## src/rtl/core/lrupr_pkg.sv

```systemverilog
// ----------------------------------------------------------------------------
// LRU page replacement package
// Shared widths, reset values and transaction payload types.
// ----------------------------------------------------------------------------
package lrupr_pkg;

  localparam int PAGE_W         = 16;
  localparam int FRAME_INDEX_W  = 3;
  localparam int COUNT_W        = 32;
  localparam int CFG_W          = 4;
  localparam int FRAMES_DEFAULT = 8;

  localparam logic [CFG_W-1:0]   FRAMES_IN_USE_RESET = 4'd8;
  localparam logic [COUNT_W-1:0] COUNT_MAX           = '1;

  typedef struct packed {
    logic [PAGE_W-1:0] page_number;
    logic              last_reference;
  } req_item_t;

  typedef struct packed {
    logic                     hit;
    logic [FRAME_INDEX_W-1:0] frame_index;
    logic                     evicted_valid;
    logic [PAGE_W-1:0]        evicted_page;
    logic [COUNT_W-1:0]       fault_count;
    logic [COUNT_W-1:0]       reference_count;
  } rsp_item_t;

  function automatic logic [COUNT_W-1:0] sat_inc(input logic [COUNT_W-1:0] v);
    sat_inc = (v == COUNT_MAX) ? v : v + 1'b1;
  endfunction

endpackage

```

## src/rtl/core/lrupr_ifs.sv

```systemverilog
// ----------------------------------------------------------------------------
// LRU page replacement channels
// Valid/ready channels for references, results and the frame count register.
// ----------------------------------------------------------------------------
interface lrupr_req_if;
  logic                  valid;
  logic                  ready;
  lrupr_pkg::req_item_t  data;
  modport source (output valid, output data, input ready);
  modport sink   (input valid, input data, output ready);
endinterface

interface lrupr_rsp_if;
  logic                  valid;
  logic                  ready;
  lrupr_pkg::rsp_item_t  data;
  modport source (output valid, output data, input ready);
  modport sink   (input valid, input data, output ready);
endinterface

interface lrupr_cfg_if;
  logic                          valid;
  logic                          ready;
  logic [lrupr_pkg::CFG_W-1:0]   data;
  modport source (output valid, output data, input ready);
  modport sink   (input valid, input data, output ready);
endinterface

```

## src/rtl/core/lrupr_cell.sv

```systemverilog
// ----------------------------------------------------------------------------
// LRU page replacement frame cell
// Holds one frame, folds it into the passing search token and applies updates.
// ----------------------------------------------------------------------------
module lrupr_cell #(
  parameter int  INDEX  = 0,
  parameter int  IDX_W  = 3,
  parameter int  CNT_W  = 4,
  parameter type token_t = logic,
  parameter type cmd_t   = logic
) (
  input  logic                        clk,
  input  logic                        rst,
  input  logic [lrupr_pkg::PAGE_W-1:0] query_page,
  input  logic [CNT_W-1:0]            active_count,
  input  cmd_t                        cmd,
  input  logic                        tok_in_valid,
  input  token_t                      tok_in,
  output logic                        tok_out_valid,
  output token_t                      tok_out
);
  import lrupr_pkg::*;

  logic [PAGE_W-1:0] page;
  logic              valid;
  logic [IDX_W-1:0]  rank;
  logic              active;
  token_t            tok_next;

  assign active = CNT_W'(INDEX) < active_count;

  always_comb begin
    tok_next = tok_in;
    if (!tok_in.hit_found && active && valid && page == query_page) begin
      tok_next.hit_found = 1'b1;
      tok_next.hit_idx   = IDX_W'(INDEX);
      tok_next.hit_rank  = rank;
    end
    if (!tok_in.empty_found && active && !valid) begin
      tok_next.empty_found = 1'b1;
      tok_next.empty_idx   = IDX_W'(INDEX);
      tok_next.empty_rank  = rank;
    end
    if (active && (!tok_in.max_found || rank > tok_in.max_rank)) begin
      tok_next.max_found = 1'b1;
      tok_next.max_idx   = IDX_W'(INDEX);
      tok_next.max_rank  = rank;
      tok_next.max_page  = page;
    end
  end

  always_ff @(posedge clk) begin
    if (rst) begin
      tok_out_valid <= 1'b0;
    end else begin
      tok_out_valid <= tok_in_valid;
    end
  end

  always_ff @(posedge clk) begin
    if (tok_in_valid) begin
      tok_out <= tok_next;
    end
  end

  always_ff @(posedge clk) begin
    if (rst) begin
      valid <= 1'b0;
      rank  <= IDX_W'(INDEX);
    end else if (cmd.en) begin
      if (cmd.clear) begin
        valid <= 1'b0;
        rank  <= IDX_W'(INDEX);
      end else if (cmd.idx == IDX_W'(INDEX)) begin
        rank <= '0;
        if (cmd.wr) begin
          valid <= 1'b1;
        end
      end else if (rank < cmd.old_rank) begin
        rank <= rank + 1'b1;
      end
    end
  end

  always_ff @(posedge clk) begin
    if (cmd.en && cmd.wr && cmd.idx == IDX_W'(INDEX)) begin
      page <= cmd.page;
    end
  end

endmodule

```

## src/rtl/core/lru_page_replacement_core.sv

```systemverilog
// ----------------------------------------------------------------------------
// LRU page replacement core
// One reference is handled at a time: a new one is accepted only in the idle
// state, once the result of the last one has been committed. The search token
// steps through one frame cell per cycle. Reset clears the frames, the
// counts and the recency order, and sets frames_in_use to 8.
// ----------------------------------------------------------------------------
module lru_page_replacement_core #(
  parameter int FRAMES = lrupr_pkg::FRAMES_DEFAULT
) (
  input  logic        clk,
  input  logic        rst,
  lrupr_cfg_if.sink   cfg,
  lrupr_req_if.sink   req,
  lrupr_rsp_if.source rsp
);
  import lrupr_pkg::*;

  localparam int IDX_W = (FRAMES > 1) ? $clog2(FRAMES) : 1;
  localparam int CNT_W = $clog2(FRAMES + 1);

  typedef struct packed {
    logic              hit_found;
    logic [IDX_W-1:0]  hit_idx;
    logic [IDX_W-1:0]  hit_rank;
    logic              empty_found;
    logic [IDX_W-1:0]  empty_idx;
    logic [IDX_W-1:0]  empty_rank;
    logic              max_found;
    logic [IDX_W-1:0]  max_idx;
    logic [IDX_W-1:0]  max_rank;
    logic [PAGE_W-1:0] max_page;
  } token_t;

  typedef struct packed {
    logic              en;
    logic              wr;
    logic              clear;
    logic [IDX_W-1:0]  idx;
    logic [IDX_W-1:0]  old_rank;
    logic [PAGE_W-1:0] page;
  } cmd_t;

  typedef enum logic [2:0] {
    S_IDLE   = 3'b001,
    S_SCAN   = 3'b010,
    S_COMMIT = 3'b100
  } state_t;

  state_t             state, state_next;
  logic [CFG_W-1:0]   frames_in_use;
  logic [CNT_W-1:0]   active_count;
  logic [PAGE_W-1:0]  query_page;
  logic               query_last;
  logic [COUNT_W-1:0] faults;
  logic [COUNT_W-1:0] references;
  logic [COUNT_W-1:0] faults_next;
  logic [COUNT_W-1:0] references_next;
  token_t             result_tok;
  cmd_t               cmd;
  rsp_item_t          rsp_next;
  logic               commit;
  logic [IDX_W-1:0]   frame_sel;
  logic               start;

  token_t             tok [FRAMES+1];
  logic [FRAMES:0]    tok_valid;

  assign cfg.ready = 1'b1;
  assign req.ready = (state == S_IDLE);
  assign commit    = (state == S_COMMIT) && (!rsp.valid || rsp.ready);

  always_ff @(posedge clk) begin
    if (rst) begin
      frames_in_use <= FRAMES_IN_USE_RESET;
    end else if (cfg.valid) begin
      frames_in_use <= cfg.data;
    end
  end

  always_comb begin
    if (frames_in_use == '0) begin
      active_count = CNT_W'(1);
    end else if (int'(frames_in_use) > FRAMES) begin
      active_count = CNT_W'(FRAMES);
    end else begin
      active_count = CNT_W'(frames_in_use);
    end
  end

  always_ff @(posedge clk) begin
    if (rst) begin
      start <= 1'b0;
    end else begin
      start <= req.valid && req.ready;
    end
  end

  assign tok[0]       = '0;
  assign tok_valid[0] = start;

  for (genvar i = 0; i < FRAMES; i++) begin : g_cell
    lrupr_cell #(
      .INDEX   (i),
      .IDX_W   (IDX_W),
      .CNT_W   (CNT_W),
      .token_t (token_t),
      .cmd_t   (cmd_t)
    ) u_cell (
      .clk           (clk),
      .rst           (rst),
      .query_page    (query_page),
      .active_count  (active_count),
      .cmd           (cmd),
      .tok_in_valid  (tok_valid[i]),
      .tok_in        (tok[i]),
      .tok_out_valid (tok_valid[i+1]),
      .tok_out       (tok[i+1])
    );
  end

  always_ff @(posedge clk) begin
    if (req.valid && req.ready) begin
      query_page <= req.data.page_number;
      query_last <= req.data.last_reference;
    end
    if (tok_valid[FRAMES]) begin
      result_tok <= tok[FRAMES];
    end
  end

  always_comb begin
    state_next = state;
    case (state)
      S_IDLE: begin
        if (req.valid) begin
          state_next = S_SCAN;
        end
      end
      S_SCAN: begin
        if (tok_valid[FRAMES]) begin
          state_next = S_COMMIT;
        end
      end
      S_COMMIT: begin
        if (commit) begin
          state_next = S_IDLE;
        end
      end
      default: state_next = S_IDLE;
    endcase
  end

  always_ff @(posedge clk) begin
    if (rst) begin
      state <= S_IDLE;
    end else begin
      state <= state_next;
    end
  end

  always_comb begin
    cmd.en    = commit;
    cmd.clear = query_last;
    cmd.page  = query_page;
    rsp_next  = '0;
    if (result_tok.hit_found) begin
      cmd.wr       = 1'b0;
      cmd.idx      = result_tok.hit_idx;
      cmd.old_rank = result_tok.hit_rank;
      rsp_next.hit = 1'b1;
    end else if (result_tok.empty_found) begin
      cmd.wr       = 1'b1;
      cmd.idx      = result_tok.empty_idx;
      cmd.old_rank = result_tok.empty_rank;
    end else begin
      cmd.wr                 = 1'b1;
      cmd.idx                = result_tok.max_idx;
      cmd.old_rank           = result_tok.max_rank;
      rsp_next.evicted_valid = 1'b1;
      rsp_next.evicted_page  = result_tok.max_page;
    end
    frame_sel       = cmd.idx;
    faults_next     = result_tok.hit_found ? faults : sat_inc(faults);
    references_next = sat_inc(references);
    rsp_next.frame_index     = FRAME_INDEX_W'(frame_sel);
    rsp_next.fault_count     = faults_next;
    rsp_next.reference_count = references_next;
  end

  always_ff @(posedge clk) begin
    if (rst) begin
      faults     <= '0;
      references <= '0;
    end else if (commit) begin
      if (query_last) begin
        faults     <= '0;
        references <= '0;
      end else begin
        faults     <= faults_next;
        references <= references_next;
      end
    end
  end

  always_ff @(posedge clk) begin
    if (rst) begin
      rsp.valid <= 1'b0;
    end else if (commit) begin
      rsp.valid <= 1'b1;
    end else if (rsp.ready) begin
      rsp.valid <= 1'b0;
    end
  end

  always_ff @(posedge clk) begin
    if (commit) begin
      rsp.data <= rsp_next;
    end
  end

endmodule
```

## src/flat_wrapper.sv

```systemverilog
// flat-port wrapper written by rule: the top's interface ports become plain ports
module lru_page_replacement_core_flat import lrupr_pkg::*;
#(
  parameter int FRAMES = lrupr_pkg::FRAMES_DEFAULT
)
  (clk, rst, cfg_valid, cfg_data, cfg_ready, req_valid, req_data, req_ready, rsp_valid, rsp_data, rsp_ready);
  lrupr_cfg_if cfg_i ();
  lrupr_req_if req_i ();
  lrupr_rsp_if rsp_i ();
  input  logic clk;
  input  logic rst;
  input wire logic [$bits(cfg_i.valid)-1:0] cfg_valid;
  input wire logic [$bits(cfg_i.data)-1:0] cfg_data;
  output wire logic [$bits(cfg_i.ready)-1:0] cfg_ready;
  input wire logic [$bits(req_i.valid)-1:0] req_valid;
  input wire logic [$bits(req_i.data)-1:0] req_data;
  output wire logic [$bits(req_i.ready)-1:0] req_ready;
  output wire logic [$bits(rsp_i.valid)-1:0] rsp_valid;
  output wire logic [$bits(rsp_i.data)-1:0] rsp_data;
  input wire logic [$bits(rsp_i.ready)-1:0] rsp_ready;
  assign cfg_i.valid = cfg_valid;
  assign cfg_i.data = cfg_data;
  assign cfg_ready = cfg_i.ready;
  assign req_i.valid = req_valid;
  assign req_i.data = req_data;
  assign req_ready = req_i.ready;
  assign rsp_valid = rsp_i.valid;
  assign rsp_data = rsp_i.data;
  assign rsp_i.ready = rsp_ready;
  lru_page_replacement_core #(.FRAMES(FRAMES)) u_core (.clk(clk), .rst(rst), .cfg(cfg_i), .req(req_i), .rsp(rsp_i));
endmodule
```

## config.mk

```make
export PLATFORM = sky130hd
export DESIGN_NAME = lru_page_replacement_core_flat
export DESIGN_NICKNAME = d
export VERILOG_FILES = /design/src/rtl/core/lrupr_pkg.sv /design/src/rtl/core/lrupr_ifs.sv /design/src/rtl/core/lrupr_cell.sv /design/src/rtl/core/lru_page_replacement_core.sv /design/src/flat_wrapper.sv
export SDC_FILE = /design/constraint.sdc
export NUM_CORES = 1
export LEC_CHECK = 0
export ABC_CLOCK_PERIOD_IN_PS = 11100
export BUFFER_PORTS_ARGS = -buffer_cell sky130_fd_sc_hd__buf_2
export CORE_MARGIN = 3
export CORE_UTILIZATION = 57
export DETAILED_ROUTE_END_ITERATION = 8
export GPL_ROUTABILITY_DRIVEN = 0
export PLACE_DENSITY_LB_ADDON = 0.08
export SYNTH_ARGS = -nofsm -noshare
export SYNTH_HDL_FRONTEND = slang
export SYNTH_SLANG_ARGS = --single-unit
```

## constraint.sdc

```tcl
create_clock -name clk -period 11.1 [get_ports clk]
set_clock_uncertainty 0.15 [all_clocks]
set_input_delay 2.22 -clock clk [delete_from_list [all_inputs] [get_ports clk]]
set_output_delay 2.22 -clock clk [all_outputs]
set_load 0.01 [all_outputs]
```

==> reports/metrics.csv, run 1 <==
metric,value,unit
cts_root_buffer,clkbuf_16,
post-place-ws,5947,ps
worstHoldStart,u_core.g_cell[7].u_cell.tok_out[27],
vias_per_cell,5.685,
place_inst,2750,
cp-start-kind,input pin,
synth_seq_area_share,0.6583,
end_kind,flop,
fp.dieH,227.9,um
htreeDepth,3,
grt-ovfl-total,0,
postCtsSetupRepairBufs,0,
num_vias,16360,
power_density,158.3,nW/um2
fill_cells,3499,
drtPass1Iterations,5,
arrival,4940,ps
finalCriticalPeriod,4568,ps
fin_tns_setup,0,ps
crit_fanout,33,
dieWidth,227.9,um
grt_use_met3,0.03867,
max_slew_margin,0.1281,
top_usage_layer,met2,
drt_first_iter_violations,1324,
grt_max_degree,77,
std_cell_rows,80,
synth_area,28070,um2
power_leakage,10.77,nW
place_hpwl,38.00,mm
boundaryPins,114,
drc,0,
clk_latency,600,ps
area_delta_synth_final,12.17,%
r2r_start,u_core.state[2],
status,finished clean,
nets,2238,
cts_buffer_depth,3,
wl_per_cell,19.32,um
clock-sinks,653,
critPathLaunch,rsp_ready,
hold_class,flop to flop,
cts_made_buffers,69,
period_share,0.4116,
fin_cells,2878,
hold_viol,0,
power,0.004984,W
synth-main-ff-cell,edfxtp_1,
grtUsageMet1,0.3050,
ir_worst_vdd,0.0001422,V
antenna_found_initial,1,
synth_warnings,0,
async_reset_ff_frac,0,
cts_hold_buf,0,
synth_cell_types,73,
io_buffers,112,
multi_input_area,9006,um2
met2_usage,0.3407,
cap_violations,0,
finalMaxSlewViolations,0,
syn_inst,2047,
setup_ws,6532,ps
diodes,0,
cp.required,11470,ps
rsz0062_at_grt,false,
track_usage,0.2137,
setup_viol,0,
start_util,0.5830,
drt_wl_total,55.61,mm
dieArea,51940,um2
drive_gt1_frac,0.2138,
core,48150,um2
clkTransAtPathRegs,60,ps
synth_area_per_cell,13.71,um2
synth-seq-cells,653,
synth-edff-count,540,
critPathKind,input pin to flop,
ant_nets,0,
clock.fmax,0.2189,GHz
grt_pass1_wl,89.27,mm
grt_pass1_vias,16220,
post_cts_resized,0,
cts_tree,built,
worst_slew_pin_slew,1306,ps
seq_area,18480,um2
registers in the layout (all words and copies together), names as in the netlist:
register / count
u_core.result_tok: 36
u_core.g_cell.u_cell.rank: 24
u_core.g_cell.u_cell.tok_out: 274
u_core.frames_in_use: 4
u_core.rsp.data: 85
u_core.query_last: 1
u_core.g_cell.u_cell.tok_out_valid: 8
u_core.g_cell.u_cell.page: 128
u_core.state: 3
u_core.query_page: 16
u_core.start: 1
u_core.rsp.valid: 1
u_core.references: 32
u_core.g_cell.u_cell.valid: 8
u_core.faults: 32
final timing paths:
| path | end | slack, ps | cells past startpoint |
|---|---|---|---|
| min reg2reg | u_core.result_tok[27] | 270 | 0 |
| max | u_core.references[17] | 6530 | 9 |
| max reg2reg | u_core.references[17] | 7400 | 8 |
| min | u_core.result_tok[27] | 270 | 0 |
cell families (layout without fill, tap and decap cells):
group                    count (synthesis)  in the layout  share of synthesized area
other                                    1              2                  0.0001336
buffers and inverters                  152            326                    0.02251
flip-flops                             653            653                     0.6583
XOR/XNOR                               190            190                    0.05929
AO/OA/AOI/OAI                          255            255                    0.05653
AND/OR/NAND/NOR                        572            572                     0.1118
adder cells (fa/ha/maj)                 47             47                    0.02095
multiplexers                           177            177                    0.07048
through the flow:
stage | hold WS (ps) | utilization | cell area, um2
6_report | 265.9 | 0.6539 | 31480
3_3_place_gp | 251.0 | 0.6096 | 29350
3_5_place_dp | 254.5 | 0.6096 | 29350
4_1_cts | 267.8 | 0.6539 | 31480
5_1_grt | 275.8 | 0.6539 | 31480
2_1_floorplan | 250.3 | - | 28070
synthesized netlist by cell type (all sizes together), types with 3 or more instances:
| cell type | n | area, um2 |
|---|---|---|
| a211oi | 4 | 35.03 |
| a21o | 6 | 45.04 |
| a21oi | 63 | 315.3 |
| a221o | 3 | 30.03 |
| a22oi | 3 | 22.52 |
| a31oi | 34 | 212.7 |
| a41oi | 3 | 26.28 |
| and2 | 25 | 156.4 |
| and3 | 19 | 118.9 |
| and4 | 9 | 81.33 |
| buf | 32 | 180.2 |
| clkbuf | 76 | 286.5 |
| clkinv | 3 | 11.26 |
| dfxtp | 113 | 2262 |
| edfxtp | 540 | 16220 |
| ha | 47 | 588.1 |
| inv | 41 | 153.9 |
| mux2 | 165 | 1858 |
| mux2i | 12 | 120.1 |
| nand2 | 99 | 371.6 |
| nand2b | 18 | 112.6 |
| nand3 | 62 | 315.3 |
| nand3b | 3 | 22.52 |
| nand4 | 44 | 281.5 |
| nor2 | 82 | 307.8 |
| nor2b | 36 | 225.2 |
| nor3 | 43 | 215.2 |
| nor3b | 5 | 37.54 |
| nor4 | 38 | 277.8 |
| nor4b | 5 | 43.79 |
| o211ai | 12 | 90.09 |
| o21a | 16 | 120.1 |
| o21ai | 75 | 375.4 |
| o21bai | 6 | 45.04 |
| o311ai | 3 | 26.28 |
| o31ai | 5 | 37.54 |
| o41ai | 9 | 78.83 |
| or2 | 33 | 206.5 |
| or3 | 29 | 181.4 |
| or4 | 16 | 121.4 |
| xnor2 | 112 | 980.9 |
| xor2 | 78 | 683.2 |
routing by layer:
metal	part of all wire	wire [um]	vias to the layer above
li1	-	-	7890
met1	0.46	25410	7908
met2	0.47	25980	460
met3	0.054	3027	104
met4	0.022	1205	0
met5	0	0	-
area by class of cell:
class,count,area share
clock buffer,96,0.06041
sequential,653,0.5870
multi-input combinational,1243,0.2861
timing repair buffer,154,0.02782
tap,656,0.02607
clock inverter,32,0.007352
inverter,44,0.005325
placed cells by master (no fill, tap or decap), types with 57 or more instances in the layout:
cell and n:
a21oi_1 57, buf_2 112, clkbuf_16 72, dfxtp_1 112, edfxtp_1 540, mux2_2 165
nand2_1 99, nand3_1 61, nor2_1 80, o21ai_0 74, xnor2_1 112, xor2_1 78
critical path: stages:
cell and delay, ps:
buf_2 100, nand2b_1 140, nand2b_2 90, inv_4 320
nand2_1 840, nor2_2 420, buf_4 410, a21oi_1 150
o21ai_0 200
report_power, final:
part	leakage, nW	switching, W	total, W	internal, W
registers	5.85	0.00000993	0.00267	0.00266
clock network	1.05	0.000909	0.00216	0.00125
logic	3.86	0.0000957	0.000156	0.0000599
total	10.8	0.00101	0.00498	0.00397
Note: power is estimated with default switching activity, not from simulation.
==> run 2, diff against run 1 <==
--- a/config.mk
+++ b/config.mk
@@ -5,10 +5,10 @@
 export SDC_FILE = /design/constraint.sdc
 export NUM_CORES = 1
 export LEC_CHECK = 0
-export ABC_CLOCK_PERIOD_IN_PS = 11100
+export ABC_CLOCK_PERIOD_IN_PS = 3950
 export BUFFER_PORTS_ARGS = -buffer_cell sky130_fd_sc_hd__buf_2
 export CORE_MARGIN = 3
-export CORE_UTILIZATION = 57
+export CORE_UTILIZATION = 56
 export DETAILED_ROUTE_END_ITERATION = 8
 export GPL_ROUTABILITY_DRIVEN = 0
 export PLACE_DENSITY_LB_ADDON = 0.08
==> constraint.sdc (replaced) <==
create_clock -name clk -period 3.95 [get_ports clk]
set_clock_uncertainty 0.15 [all_clocks]
set_input_delay 0.79 -clock clk [delete_from_list [all_inputs] [get_ports clk]]
set_output_delay 0.79 -clock clk [all_outputs]
set_load 0.01 [all_outputs]
==> reports/metrics.csv, run 2 (synthesis gave the netlist of run 1 again) <==
metric,value,unit,change
status,finished clean,,
grt_max_degree,64,,-17%
cts_made_buffers,68,,-1.4%
crit_fanout,46,,+39%
post_cts_resized,0,,unchanged
worstSetupEndpoint,u_core.faults[25],,
boundaryPins,114,,unchanged
rsz0062_at_grt,false,,
power_leakage,10.75,nW,-0.19%
hold_class,input pin to flop,,
wl_per_cell,20.00,um,+3.5%
cts_tree,built,,
grt_pass1_wl,92.18,mm,+3.3%
fin_cells,2903,,+0.87%
place_inst,2778,,+1.0%
reg_top3,"u_core.g_cell.u_cell.tok_out (274), u_core.g_cell.u_cell.page (128), u_core.rsp.data (85)",,
dieWidth,229.9,um,+0.87%
grt-ovfl-total,0,,unchanged
mostFrequentLayoutCells,"edfxtp_1, mux2_2, xnor2_1, buf_2, dfxtp_1",,
core,49250,um2,+2.3%
ir_worst_vdd,0.0003769,V,+160%
final_common_cell,edfxtp_1,,
r2r_setup_slack,710,ps,-6690 ps
cp-start-kind,flop,,
finalMaxSlewViolations,0,,unchanged
drt_wl_total,58.07,mm,+4.4%
antenna_found_initial,1,,unchanged
hold_viol,0,,unchanged
ant_nets,0,,unchanged
clkTransAtPathRegs,60,ps,about the same
crit_slowest_cell,or4_2,,
finalCriticalPeriod,3236,ps,
diodes,0,,unchanged
cts_buffer_depth,3,,unchanged
r2r_end,u_core.faults[25],,
arrival,3620,ps,-1320 ps
grt_pass1_vias,16400,,+1.1%
largest-register,u_core.g_cell.u_cell.tok_out,,
postCtsSetupRepairBufs,0,,unchanged
drive_gt1_frac,0.2206,,+0.006863
htreeDepth,3,,unchanged
power_density,451.6,nW/um2,+190%
cts_root_buffer,clkbuf_16,,
largest_reg_flops,274,,unchanged
area_delta_synth_final,13.12,%,
drc,0,,unchanged
std_cell_rows,81,,+1.3%
dieArea,52840,um2,+1.7%
track_usage,0.2201,,+0.006332
start_util,0.5698,,-0.01312
num_vias,16590,,+1.4%
drt_first_iter_violations,1530,,+16%
clock-sinks,653,,unchanged
worst_slew_pin_slew,1282,ps,-23.96 ps
cap_violations,0,,unchanged
clk_latency,610,ps,about the same
critPathLaunch,u_core.state[2],,
period_share,0.8192,,
path_cells,or3b_2 > nand2b_2 > inv_4 > nand2_1 > or4_2 > nand3_1,,
io_buffers,112,,unchanged
reg2reg_depth,6,,-2
fp.dieH,229.9,um,+0.87%
r2r_start,u_core.state[2],,
clock.fmax,0.3090,GHz,
cp.required,4340,ps,-7130 ps
slowest_delay,750,ps,-90 ps
setup_viol,0,,unchanged
place_hpwl,40.43,mm,+6.4%
critPathKind,flop to flop,,
cts_hold_buf,0,,unchanged
end_kind,flop,,
drtPass1Iterations,6,,+1
vias_per_cell,5.715,,+0.53%
nets,2257,,+0.85%
fin_tns_setup,0,ps,unchanged
max_slew_margin,0.1441,,+0.01599
==> run 2: changes by cell type in the layout (fill, tap and decap cells not counted), sizes merged <==
cell | previous run | this run
clkinv | 27 | 20
clkbuf | 96 | 95
bufinv | 2 | 7
buf | 154 | 174
==> run 2: area by class of cell <==
cell class,instances,area (um2)
Timing Repair Buffer,174,1026
Tap cell,664,830.8
Fill cell,3718,17500
Clock inverter,30,345.3
Clock buffer,95,1896
Multi-Input combinational cell,1243,9006
Sequential cell,653,18480
Inverter,44,167.7
==> run 2: through the flow <==
stage	worst slack [ps]	hold WS [ps]	utilization	cell area (um2)	total power, W
floorplan	534.4	250.3	-	28070	0.007932
finish	714.2	207.6	0.6446	31750	0.01434
global route	509.0	181.2	0.6446	31750	0.01480
CTS	733.0	174.3	0.6446	31750	0.01448
detailed placement	725.2	254.5	0.5991	29510	0.008099
global placement	770.5	251.1	0.5991	29510	0.008091
==> run 2: report_power, final <==
group | internal, W | leakage (nW) | total [W] | switching, W
combinational | 0.000175 | 3.90 | 0.000437 | 0.000262
clock | 0.00383 | 1.09 | 0.00639 | 0.00256
sequential | 0.00747 | 5.76 | 0.00751 | 0.0000477
total | 0.0115 | 10.7 | 0.0143 | 0.00287
==> run 2: worst max-delay path, delay by kind of cell (launching register included) <==
kind                   cells  cell delay [ps]
buffers and inverters      1              410
AND/OR/NAND/NOR            5             2190
flip-flops                 1              400
==> run 2: worst min path at each step <==
| stage | slack, ps | startpoint | to | cells after the start |
|---|---|---|---|---|
| 3_5_place_dp | 250 | u_core.g_cell[7].u_cell.tok_out[11] | u_core.result_tok[11] | 0 |
| 3_3_place_gp | 250 | u_core.g_cell[7].u_cell.tok_out[9] | u_core.result_tok[9] | 0 |
| 6_report | 210 | req_data[11] | u_core.query_page[10] | 1 |
| 2_1_floorplan | 250 | u_core.g_cell[7].u_cell.tok_out[0] | u_core.result_tok[0] | 0 |
| 5_1_grt | 180 | req_data[16] | u_core.query_page[15] | 1 |
| 4_1_cts | 170 | req_data[11] | u_core.query_page[10] | 1 |
==> run 2: routing by layer <==
| layer | vias to the layer above | GRT usage | routed length, um |
|---|---|---|---|
| li1 | 7919 | - | - |
| met1 | 8088 | 0.3179 | 26560 |
| met2 | 482 | 0.3455 | 26960 |
| met3 | 103 | 0.03902 | 3164 |
| met4 | 0 | 0.06430 | 1389 |
| met5 | - | 0 | 0 |
==> run 3, diff against run 2 <==
--- a/config.mk
+++ b/config.mk
@@ -5,7 +5,8 @@
 export SDC_FILE = /design/constraint.sdc
 export NUM_CORES = 1
 export LEC_CHECK = 0
-export ABC_CLOCK_PERIOD_IN_PS = 3950
+export ABC_AREA = 1
+export ABC_CLOCK_PERIOD_IN_PS = 2800
 export BUFFER_PORTS_ARGS = -buffer_cell sky130_fd_sc_hd__buf_2
 export CORE_MARGIN = 3
 export CORE_UTILIZATION = 56
==> constraint.sdc (replaced) <==
create_clock -name clk -period 2.8 [get_ports clk]
set_clock_uncertainty 0.15 [all_clocks]
set_input_delay 0.56 -clock clk [delete_from_list [all_inputs] [get_ports clk]]
set_output_delay 0.56 -clock clk [all_outputs]
set_load 0.01 [all_outputs]
==> reports/metrics.csv, run 3 <==
metric,value,unit,change
track_usage,0.2399,,+0.01981
fp.dieH,233.8,um,+1.7%
grt-ovfl-total,0,,unchanged
syn_inst,2799,,+37%
crit_slowest_cell,edfxtp_1,,
place_hpwl,46.53,mm,+15%
cp.required,2980,ps,-1360 ps
mostFrequentLayoutCells,"nand2_1, edfxtp_1, inv_1",,
r2r_start,u_core.query_page[3],,
hold_viol,0,,unchanged
critPathLaunch,u_core.query_page[3],,
grt_pass1_wl,102.0,mm,+11%
num_vias,19800,,+19%
cts_root_buffer,clkbuf_16,,
finalCriticalPeriod,2594,ps,-642.1 ps
fin_tns_setup,0,ps,unchanged
cts_buffer_depth,3,,unchanged
vias_per_cell,5.365,,-6.1%
setup_viol,0,,unchanged
worstSetupEndpoint,u_core.g_cell[7].u_cell.tok_out[30],,
drive_gt1_frac,0.1404,,-0.08019
fill_cells,3971,,+6.8%
clkTransAtPathRegs,60,ps,about the same
power_density,619.8,nW/um2,+37%
drc,0,,unchanged
slowest_delay,710,ps,-40 ps
end_kind,flop,,
cts_made_buffers,69,,+1.5%
crit_fanout,14,,-70%
rsz0062_at_grt,false,,
clock-sinks,653,,unchanged
largest_reg_flops,274,,unchanged
core,50680,um2,+2.9%
worstHoldStart,cfg_data[2],,
period_share,0.9263,,+0.1071
yosysTopAreaCell,edfxtp_1,,
wl_per_cell,17.57,um,-12%
grt_pass1_vias,19580,,+19%
synth_area,29050,um2,+3.5%
largest-register,u_core.g_cell.u_cell.tok_out,,
hold_class,input pin to flop,,
synth-seq-cells,653,,unchanged
arrival,2770,ps,-850 ps
cpMostUsedCell,nand2_1,,
diodes,0,,unchanged
clk_latency,600,ps,about the same
synth_seq_area_share,0.6361,,-0.02226
worst_slew_pin_slew,903.4,ps,-379.1 ps
drt_wl_total,64.86,mm,+12%
r2r_end,u_core.g_cell[7].u_cell.tok_out[30],,
synth_most_common_cell,nand2_1,,
status,finished clean,,
dieWidth,233.8,um,+1.7%
ir_worst_vdd,0.0005503,V,+46%
boundaryPins,114,,unchanged
synth_warnings,0,,unchanged
grt_max_degree,117,,+83%
start_util,0.5731,,+0.003314
cts_tree,built,,
dieArea,54640,um2,+3.4%
clock.fmax,0.3856,GHz,+25%
async_reset_ff_frac,0,,unchanged
ys_top_cells_by_count,"nand2_1, edfxtp_1, inv_1, nor2_1, nand3_1",,
yosys.area.top_type_share,0.5582,,-0.01953
finalMaxSlewViolations,0,,unchanged
cp-start-kind,flop,,
path_cells,inv_1 > nand2_1 > a21oi_1 > nand4_1 > nor2_1 > nand3_1 > nand2_1 > o21ai_0,,
antenna_found_initial,0,,-1
drtPass1Iterations,5,,-1
post_cts_resized,0,,unchanged
synth-main-ff-cell,edfxtp_1,,
ant_nets,0,,unchanged
final_common_cell,nand2_1,,
synth_cell_types,57,,-22%
r2r_setup_slack,210,ps,-510 ps
cap_violations,0,,unchanged
drt_first_iter_violations,1527,,-0.20%
synth-edff-count,540,,unchanged
reg_top3,"u_core.g_cell.u_cell.tok_out (274), u_core.g_cell.u_cell.page (128), u_core.rsp.data (85)",,
htreeDepth,3,,unchanged
std_cell_rows,82,,+1.2%
area_delta_synth_final,13.46,%,
synth_area_per_cell,10.38,um2,-24%
critPathKind,flop to flop,,
place_inst,3547,,+28%
max_slew_margin,0.3978,,+0.2536
reg2reg_depth,8,,+2
synth_area_leaders,"edfxtp_1, nand2_1, dfxtp_1, inv_1, nand3_1",,
io_buffers,112,,unchanged
nets,3036,,+35%
fin_cells,3691,,+27%
power_leakage,12.77,nW,+19%
-- run 3: report_power, final --
group	leakage (nW)	switching (W)	total (W)	internal (W)
Sequential	5.80	0.0000751	0.0106	0.0106
Clock	1.11	0.00364	0.00907	0.00543
Combinational	5.86	0.000487	0.000713	0.000227
Total	12.8	0.00420	0.0204	0.0162
-- run 3: logic make-up after synthesis --
logic type               after synthesis  synth area share
AO/OA/AOI/OAI                        331           0.06418
XOR/XNOR                              77           0.02373
adder cells (fa/ha/maj)               47           0.02024
buffers and inverters                429           0.05935
flip-flops                           653            0.6361
multiplexers                          20          0.007753
other                                  1         0.0001291
AND/OR/NAND/NOR                     1241            0.1885
-- run 3: worst max-delay path: cells and delay by family (launching register included) --
kind                   cells  cell delay (ps)
AND/OR/NAND/NOR            5              840
flip-flops                 1              710
buffers and inverters      1              350
AO/OA/AOI/OAI              2              270
-- run 3: metal layers --
| metal | up-vias | part of all wire | GRT usage |
|---|---|---|---|
| met2 | 612 | 0.51 | 0.4288 |
| met1 | 9261 | 0.40 | 0.2853 |
| met4 | 0 | 0.042 | 0.1081 |
| met5 | - | 0 | 0 |
| li1 | 9743 | - | - |
| met3 | 188 | 0.050 | 0.03948 |
-- run 3: stage by stage --
stage / total power [W] / util / hold slack, ps / instance area [um2] / worst slack (ps)
2_1_floorplan: 0.01124 / - / 250.3 / 29050 / 65.35
3_3_place_gp: 0.01152 / 0.6023 / 250.4 / 30530 / 228.4
3_5_place_dp: 0.01154 / 0.6023 / 254.5 / 30530 / 222.9
4_1_cts: 0.02059 / 0.6503 / 79.92 / 32960 / 201.1
5_1_grt: 0.02108 / 0.6503 / 90.01 / 32960 / 42.57
6_report: 0.02043 / 0.6503 / 102.4 / 32960 / 206.3
-- run 3: final cells by class --
class / count / area, um2 / area share
Clock buffer: 97 / 1956 / 0.05934
Clock inverter: 30 / 306.5 / 0.009301
Inverter: 325 / 1222 / 0.03709
Multi-Input combinational cell: 1718 / 8869 / 0.2691
Sequential cell: 653 / 18480 / 0.5607
Tap cell: 672 / 840.8 / 0.02551
Timing Repair Buffer: 196 / 1286 / 0.03903
-- run 3: worst min-delay path by stage --
stage                              end  slack [ps]  cells after the start
2_1_floorplan     u_core.result_tok[0]         250                      0
3_3_place_gp     u_core.result_tok[34]         250                      0
3_5_place_dp     u_core.result_tok[13]         250                      0
4_1_cts        u_core.frames_in_use[3]          80                      2
5_1_grt        u_core.frames_in_use[3]          90                      2
6_report       u_core.frames_in_use[2]         100                      3
-- run 3: timing repair --
item / 4_1_cts / 5_1_grt
endpoints found under the hold margin: 17 / 0
buffers inserted: 0 / 0
hold buffers: 17 / 0
